==> config.mk <==
export PLATFORM = sky130hd
export DESIGN_NAME = ftve_ctrl
export DESIGN_NICKNAME = d
export VERILOG_FILES = /design/src/hdl/ftve_pkg.sv /design/src/hdl/ftve_ctrl.sv
export SDC_FILE = /design/constraint.sdc
export NUM_CORES = 1
export LEC_CHECK = 0
export BUFFER_PORTS_ARGS = -buffer_cell sky130_fd_sc_hd__buf_2
export CAP_MARGIN = 20
export CORE_AREA = 2 2 39 41
export CTS_BUF_LIST = sky130_fd_sc_hd__clkbuf_16
export DETAILED_ROUTE_END_ITERATION = 6
export DIE_AREA = 0 0 41 43
export PLACE_DENSITY_LB_ADDON = 0.2
export SYNTH_ARGS = -nofsm -noshare
export SYNTH_HDL_FRONTEND = slang
export SYNTH_SLANG_ARGS = --single-unit
==> constraint.sdc <==
create_clock -name i_clk -period 2.1 [get_ports i_clk]
set_input_delay 0.21 -clock i_clk [delete_from_list [all_inputs] [get_ports i_clk]]
set_output_delay 0.21 -clock i_clk [all_outputs]
set_load 0.1 [all_outputs]
==> src/hdl/ftve_pkg.sv <==
// ----------------------------------------------------------------------------
// ftve_pkg: shared types and constants of the flat triangle vertex emitter
// Holds the controller states, the command and status structs and field widths.
// ----------------------------------------------------------------------------
`default_nettype none
package ftve_pkg;

    localparam int unsigned CoordW  = 32;
    localparam int unsigned EdgeW   = 33;
    localparam int unsigned CrossW  = 67;
    localparam int unsigned MagW    = 66;
    localparam int unsigned TW      = 31;
    localparam int unsigned SumW    = 64;
    localparam int unsigned LenW    = 32;
    localparam int unsigned NormW   = 16;
    localparam int unsigned TexW    = 15;
    localparam int unsigned IdxW    = 32;
    localparam int unsigned InW     = 9 * CoordW;
    localparam int unsigned OutW    = 3 * CoordW + 3 * NormW + 2 * TexW + IdxW;
    localparam int unsigned OutBytesW = ((OutW + 7) / 8) * 8;
    localparam int unsigned QuoW    = 15;

    typedef enum logic [3:0] {
        ST_IDLE,
        ST_EDGE,
        ST_MUL,
        ST_CROSS,
        ST_SHIFT,
        ST_SQUARE,
        ST_SQRT,
        ST_DIV,
        ST_EMIT
    } t_state;

    typedef struct packed {
        logic load;
        logic edge_en;
        logic mul_en;
        logic cross_en;
        logic shift_en;
        logic square_en;
        logic sqrt_start;
        logic sqrt_step;
        logic div_start;
        logic div_step;
        logic emit_load;
        logic [1:0] corner;
    } t_cmd;

    typedef struct packed {
        logic sqrt_done;
        logic div_done;
        logic [1:0] square_cnt;
    } t_status;

    localparam logic [TexW-1:0] TexOne  = 15'd16384;
    localparam logic [TexW-1:0] TexHalf = 15'd8192;

endpackage
`default_nettype wire

==> src/hdl/ftve_ctrl.sv <==
// ----------------------------------------------------------------------------
// ftve_ctrl: sequencer of the vertex emitter
// Steps the datapath through edges, cross product, root, divisions and emit.
// ----------------------------------------------------------------------------
`default_nettype none
module ftve_ctrl (
    input  wire                i_clk,
    input  wire                i_rst_n,
    input  wire                i_in_valid,
    output logic               o_in_ready,
    input  wire                i_out_free,
    input  ftve_pkg::t_status  i_status,
    output ftve_pkg::t_cmd     o_cmd
);

    ftve_pkg::t_state r_state, n_state;
    logic [1:0] r_corner, n_corner;

    always_ff @(posedge i_clk) begin
        if (!i_rst_n) begin
            r_state  <= ftve_pkg::ST_IDLE;
            r_corner <= 2'd0;
        end else begin
            r_state  <= n_state;
            r_corner <= n_corner;
        end
    end

    // next state
    always_comb begin
        n_state  = r_state;
        n_corner = r_corner;
        case (r_state)
            ftve_pkg::ST_IDLE:   if (i_in_valid) n_state = ftve_pkg::ST_EDGE;
            ftve_pkg::ST_EDGE:   n_state = ftve_pkg::ST_MUL;
            ftve_pkg::ST_MUL:    n_state = ftve_pkg::ST_CROSS;
            ftve_pkg::ST_CROSS:  n_state = ftve_pkg::ST_SHIFT;
            ftve_pkg::ST_SHIFT:  n_state = ftve_pkg::ST_SQUARE;
            ftve_pkg::ST_SQUARE: if (i_status.square_cnt == 2'd2) n_state = ftve_pkg::ST_SQRT;
            ftve_pkg::ST_SQRT:   if (i_status.sqrt_done) n_state = ftve_pkg::ST_DIV;
            ftve_pkg::ST_DIV: begin
                if (i_status.div_done) begin
                    n_state  = ftve_pkg::ST_EMIT;
                    n_corner = 2'd0;
                end
            end
            ftve_pkg::ST_EMIT: begin
                if (i_out_free) begin
                    if (r_corner == 2'd2) begin
                        n_state  = ftve_pkg::ST_IDLE;
                        n_corner = 2'd0;
                    end else begin
                        n_corner = r_corner + 2'd1;
                    end
                end
            end
            default: n_state = ftve_pkg::ST_IDLE;
        endcase
    end

    // outputs
    always_comb begin
        o_cmd        = '0;
        o_cmd.corner = r_corner;
        o_in_ready   = 1'b0;
        case (r_state)
            ftve_pkg::ST_IDLE: begin
                o_in_ready = i_rst_n;
                o_cmd.load = i_in_valid && i_rst_n;
            end
            ftve_pkg::ST_EDGE:   o_cmd.edge_en = 1'b1;
            ftve_pkg::ST_MUL:    o_cmd.mul_en = 1'b1;
            ftve_pkg::ST_CROSS:  o_cmd.cross_en = 1'b1;
            ftve_pkg::ST_SHIFT:  o_cmd.shift_en = 1'b1;
            ftve_pkg::ST_SQUARE: begin
                o_cmd.square_en  = 1'b1;
                o_cmd.sqrt_start = (i_status.square_cnt == 2'd2);
            end
            ftve_pkg::ST_SQRT: begin
                o_cmd.sqrt_step = 1'b1;
                o_cmd.div_start = i_status.sqrt_done;
            end
            ftve_pkg::ST_DIV:  o_cmd.div_step = 1'b1;
            ftve_pkg::ST_EMIT: o_cmd.emit_load = i_out_free;
            default: ;
        endcase
    end

endmodule
`default_nettype wire

# After elaboration in Yosys (flattened, before gate mapping)
# Index checks and enable logic that the tools add are counted.
[word_totals] ff_bits=6 memories=0 output_inout_bits=14 latch_bits=0 input_bits=8 ram_bits=0 wordCells=45 mem_bits_ro=0
[op_classes] n_addsub=1 eq_ne=16 mux=21 bitwise=0 reduce_logical=5 mul=0 magnitude_cmp=0 n_div=0 shifts=0
[ops] op="$pmux 4 s9" n=1
[ops] op="$mux 4" n=6
[ops] op="$eq 4x3->1 const B" n=4
[ops] op="$ne 2x2->1 const B" n=6
[ops] op="$mux 2" n=5
[ops] op="$eq 4x2->1 const B" n=2
[ops] op="$mux 1" n=8
[ops] op="$reduce_and 6->1" n=1
[ops] op="$eq 2x2->1 const B" n=2
[ops] op="$eq 4x1->1 const B" n=1
[ops] op="$eq 4x4->1 const B" n=1
[ops] op="$logic_not 4->1" n=1
[ops] op="$pmux 2 s2" n=1
[ops] op="$reduce_and 3->1" n=1
[ops] op="$add 2x1->2 const B" n=1
[ops] op="$reduce_bool 2->1" n=1
[ops] op="$logic_and 1x1->1" n=1

# Logic depth before layout (Yosys ltp)
# Gate-level depths: netlist of run 1.
[logic_depth] word_depth=4 mapped_depth=5 ltp_nobuf=4

# Least setup slack after synthesis of run 1
# No wires, ideal clock.
[synth_path] kind="register -> output" from="register r_state[2]" to="output o_cmd[6] (netlist name)" t_required_ps=1890 path_buffers=0 stages_incl_launch_ff=3 path_slack_ps=-2600 t_arrival_ps=4490 path_cell_list="dfxtp_1 -> nor4bb_1 -> and3b_1"
[synth_rtl] item="start, declared" line="ftve_ctrl.sv:16" rtl="ftve_pkg::t_state r_state, n_state;"
[synth_rtl] item="start signal, assigned" line="ftve_ctrl.sv:21" rtl="r_state <= ftve_pkg::ST_IDLE;"
[synth_rtl] item="start signal, assigned" line="ftve_ctrl.sv:24" rtl="r_state <= n_state;"
[synth_rtl] item="end, declared" line="ftve_ctrl.sv:13" rtl="output ftve_pkg::t_cmd o_cmd"

==> flow_summary.yaml, run 1 <==
outcome:
  status: "completed"
clocking:
  cts_repair_resize_count: 0
  cts_max_level: 1
  cts_root_buf: "clkbuf_16"
  clock_latency_ps: 230
  clock-sinks: 6
  cts_buffers: 3
  clk_pin_slew_worst_paths_ps: 30
  postCtsSetupRepairBufs: 0
  clk_path_buf_depth: 2
  cts_tree: "built"
  hold_buffers: 0
placement:
  pre_cts_ws_ps: 361
  dpl_cell_area_um2: 592
  port_buffers: 21
  hpwl_um: 844
  gp_congestion: 0.767
floorplanning:
  die-area_um2: 1760
  die_x_um: 41
  std_cell_rows: 14
  core_area_um2: 1380
  ios: 22
  initial_core_util_pct: 32.4
  die_h_um: 43
grt:
  grt_remaining_overflow: 0
  grtUsageTotal_pct: 15.0
  grt_pass1_vias: 414
  grt_pass1_wl_mm: 1.73
  grt_start_max_net_pins: 14
  antenna_found_initial: 0
critical_path:
  cp.arrival_ps: 1790
  worstRegToRegCells: 4
  r2r-end: "r_state[1]$_SDFFE_PN0P_"
  critPathCaptureType: "primary output"
  critPathMaxFanout: 11
  crit_slowest_cell: "dfxtp_1"
  cp-start-kind: "flip-flop"
  crit_family: "simple AND/OR/NAND/NOR gates"
  worstPathRequired_ps: 1890
  worstReg2RegStart: "r_state[2]$_SDFFE_PN0P_"
  worst-path-buf-inv: 1
  r2r_slack_ps: 430
  setup.worst_path.class: "flip-flop to primary output"
  cp_slowest_stage_delay_ps: 560
  crit_chain: "nor4bb_4 -> and3b_1 -> buf_2"
sta:
  setup_slack_ps: 97.9
  min_period_ps: 2000
  final_max_slew_viol_count: 0
  setup-violations-final: 0
  holdWs_ps: 298
  min_period_over_period_pct: 95.3
  rsz0062_at_grt: "no"
  finalHoldViolCount: 0
  fmax_mhz: 499
  maxSlewHeadroom_pct: 67.6
  worstMarginPinSlew_ps: 490
  final.setup_skew_ps: 2.24
routing:
  viasPerCell: 5.08
  routed_wl_mm: 1.15
  via_count: 462
  drt_iter0_drc: 2
  drcViolationCount: 0
  drtAntennaViolNets: 0
  firstDrtPassIters: 4
  drt-wirelength-per-cell_um: 12.7
cells_and_area:
  syn_to_final_growth_pct: 48.9
  antenna_cells: 0
  drive_above_1_share_pct: 48.0
  final_common_cell: "buf_2"
  mostFrequentLayoutCells: "buf_2 (21), nand2_1 (7), dfxtp_1 (4)"
  nets: 85
  design_area_um2: 667
  nFillCells: 138
logic_synthesis:
  avgSynthCellArea_um2: 8.00
  yosys.area_share.simple_pct: 44.1
  synth_cell_types: 31
  yosysTopAreaCell: "dfxtp_1"
  syn-cell-area_um2: 448
  synthMuxAreaShare_pct: 4.47
  synthTopCellsByArea: "dfxtp_1 (27%), nand2_1 (5.9%), mux2i_1 (4.5%)"
  yosys.area_share.adder_pct: 0
  ys_ff_latch: 6
  ys_warn_count: 0
  synth_top_area_share_pct: 26.8
  syn-instance-count: 56
  yosys.area_share.xor_xnor_pct: 0
  synth_top_family_by_area: "simple AND/OR/NAND/NOR gates"
  synth_compound_area_share_pct: 19.0
  syn-num-nets: 64
  seq_area_frac_synth_pct: 26.8
worst_hold_path:
  worstHoldStart: "i_rst_n"
  hold_end: "r_state[2]$_SDFFE_PN0P_"
  hp-class: "input port to flip-flop"
  hold_path_depth: 2
power:
  leakagePower_nw: 0.305
  powerDensity_nw_per_um2: 1190
  power_mw: 0.793
  peakVddDrop_mv: 0.524
run:
  cap_violations: 0
==> metal layers <==
| layer | vias up | share of wire [%] | track usage (%) |
|---|---|---|---|
| li1 | 245 | - | - |
| met1 | 209 | 44 | 17.7 |
| met2 | 8 | 51 | 22.8 |
| met3 | 0 | 5.1 | 7.85 |
| met4 | 0 | 0 | 4.00 |
| met5 | - | 0 | 0 |
==> cells by family (layout without fill, tap and decap cells) <==
logic type	count (synthesis)	count (layout)
AOI/OAI and AO/OA	11	11
buffers and inverters	5	24
DFF	6	6
muxes	2	2
and+or+nand+nor	32	32
==> layout make-up <==
class,count,area (um2),area share (%)
Multi-Input combinational cell,45,344,51.6
Sequential cell,6,123,18.4
Clock buffer,3,75.1,11.3
Tap cell,16,20.0,3.00
Timing Repair Buffer,21,105,15.8
==> report_power, final <==
group / internal [mW] / switching [mW]
combinational: 0.0770 / 0.231
clock: 0.245 / 0.0665
sequential: 0.129 / 0.0449
total: 0.450 / 0.343
==> through the flow <==
stage | TNS (ps) | utilization [%] | instances
2_1_floorplan | -1490 | - | 56
3_3_place_gp | 0 | 42.8 | 88
3_5_place_dp | 0 | 42.8 | 88
4_1_cts | 0 | 48.2 | 91
5_1_grt | 0 | 48.2 | 91
6_report | 0 | 48.2 | 91
==> synth_stat cells <==
cell      count
and2_1        3
nor3_1        4
mux2i_1       2
buf_2         2
nor2_1        3
or3_1         1
a22oi_1       2
o21a_1        1
clkbuf_1      1
o31a_1        1
buf_4         1
nand2b_1      3
nand3b_1      2
a211oi_2      1
a21boi_1      2
nor2b_1       1
o31ai_1       1
and4b_1       1
and3b_1       1
nand2_1       7
dfxtp_1       6
a21oi_1       1
nor4b_2       1
nor4b_1       1
nor4bb_1      1
and3_1        1
o21ai_0       1
buf_1         1
or4b_1        1
a22o_1        1
nor4_1        1
==> how the worst max path moves through the flow <==
| stage | from | endpoint | slack, ps | cells after the start |
|---|---|---|---|---|
| finish | r_state[2]$_SDFFE_PN0P_ | o_cmd[6] | 100 | 3 |
| global route | r_state[2]$_SDFFE_PN0P_ | o_cmd[6] | 40 | 3 |
| CTS | r_state[2]$_SDFFE_PN0P_ | o_cmd[6] | 110 | 3 |
| detailed placement | r_state[2]$_SDFFE_PN0P_ | o_cmd[6] | 360 | 3 |
| global placement | r_state[2]$_SDFFE_PN0P_ | o_cmd[6] | 370 | 3 |
| floorplan | r_state[3]$_SDFFE_PN0P_ | o_cmd[6] | -540 | 2 |
==> sequential cells by signal, indices dropped and copies added (netlist names) <==
signal    cells
r_state       4
r_corner      2
No activity file was read; power rests on OpenSTA's default activity.
==> run 2: changes to the inputs <==
Settings changed: REMOVE_ABC_BUFFERS from default to 1.
==> flow_summary.yaml, run 2 (synthesis results as in run 1) <==
clocking:
  postCtsSetupRepairBufs: 0
  clk_pin_slew_worst_paths_ps: 30
  clk_path_buf_depth: 2
  cts_max_level: 1
  hold_buffers: 0
  cts_tree: "built"
  cts_root_buf: "clkbuf_16"
  clock_latency_ps: 220
  clock-sinks: 6
  cts_buffers: 3
sta:
  min_period_over_period_pct: 93.5
  maxSlewHeadroom_pct: 67.8
  finalHoldViolCount: 0
  setup-violations-final: 0
  holdWs_ps: 297
  rsz0062_at_grt: "no"
  final.setup_skew_ps: 1.99
  final_max_slew_viol_count: 0
  fmax_mhz: 509
  worstMarginPinSlew_ps: 486
  min_period_ps: 1960
routing:
  drcViolationCount: 0
  drt_iter0_drc: 4
  firstDrtPassIters: 4
  drtAntennaViolNets: 0
  via_count: 464
  routed_wl_mm: 1.01
  viasPerCell: 5.10
  drt-wirelength-per-cell_um: 11.1
floorplanning:
  core_area_um2: 1380
  std_cell_rows: 14
  die_h_um: 43
  initial_core_util_pct: 32.4
  die-area_um2: 1760
  die_x_um: 41
  ios: 22
critical_path:
  cp.arrival_ps: 1750
  critPathMaxFanout: 12
  r2r-end: "r_state[1]$_SDFFE_PN0P_"
  worstRegToRegCells: 4
  crit_slowest_cell: "dfxtp_1"
  cp_slowest_stage_delay_ps: 520
  crit_chain: "nor4b_2 -> and2_1 -> buf_2"
  worstPathRequired_ps: 1890
  worstReg2RegStart: "r_state[1]$_SDFFE_PN0P_"
  crit_family: "simple AND/OR/NAND/NOR gates"
  cp-start-kind: "flip-flop"
  setup.worst_path.class: "flip-flop to primary output"
  worst-path-buf-inv: 1
  r2r_slack_ps: 460
  critPathCaptureType: "primary output"
cells_and_area:
  syn_to_final_growth_pct: 41.1
  utilization_pct: 45.7
  nets: 85
  instances_no_fill: 91
  regMostFlops: "r_state"
  reg_top3: "r_state x4, r_corner x2"
  drive_above_1_share_pct: 36.0
  largest_reg_flops: 4
  final_common_cell: "buf_2"
  mostFrequentLayoutCells: "buf_2 (20), nand2_1 (7), dfxtp_1 (6)"
  antenna_cells: 0
worst_hold_path:
  worstHoldStart: "i_rst_n"
  hp-class: "input port to flip-flop"
  hold_end: "r_state[2]$_SDFFE_PN0P_"
  hold_path_depth: 2
grt:
  antenna_found_initial: 0
  grt_pass1_vias: 364
  grt_start_max_net_pins: 14
  grt_remaining_overflow: 0
  grt_pass1_wl_mm: 1.49
  grtUsageTotal_pct: 12.4
power:
  powerDensity_nw_per_um2: 1210
  leakagePower_nw: 0.289
  power_mw: 0.763
  peakVddDrop_mv: 0.578
placement:
  hpwl_um: 762
  gp_congestion: 0.654
  port_buffers: 21
  place_inst: 88
outcome:
  status: "completed"
run:
  cap_violations: 0
-- run 2: how the worst max path moves through the flow --
stage	from	to	slack, ps	cells past startpoint
2_1_floorplan	r_state[2]$_SDFFE_PN0P_	o_cmd[6]	-2770	2
3_5_place_dp	r_state[2]$_SDFFE_PN0P_	o_cmd[6]	300	3
5_1_grt	r_state[3]$_SDFFE_PN0P_	o_cmd[2]	40	3
3_3_place_gp	r_state[2]$_SDFFE_PN0P_	o_cmd[6]	350	3
4_1_cts	r_state[2]$_SDFFE_PN0P_	o_cmd[6]	60	3
6_report	r_state[3]$_SDFFE_PN0P_	o_cmd[2]	140	3
-- run 2: cell type report --
class,count,area [um2]
clock buffers,3,75.1
fillers,140,752
multi-input cells,45,309
flip-flops and latches,6,120
well taps,16,20.0
repair buffers,21,108
-- run 2: what timing repair did --
action,in CTS,in global routing
endpoints found under the setup margin,0,1
endpoints found under the hold margin,0,0
gates resized for setup,0,2
-- run 2: report_power, final --
| part | internal (mW) | switching [mW] |
|---|---|---|
| logic | 0.0698 | 0.226 |
| registers | 0.128 | 0.0382 |
| clock network | 0.244 | 0.0575 |
-- run 2: metrics by stage --
stage          area [um2]  TNS, ps  worst slack, ps
3_5_place_dp          548        0              296
6_report              632        0              136
2_1_floorplan         423   -18390            -2770
5_1_grt               632        0             35.4
3_3_place_gp          548        0              352
4_1_cts               623        0             64.5
-- run 2: routing by layer --
metal  track usage (%)  up-vias  wire length, um
li1                  -      242                -
met3              3.14        0               58
met5                 0        -                0
met4              8.00        0                0
met1              15.2      207              485
met2              18.1       15              468
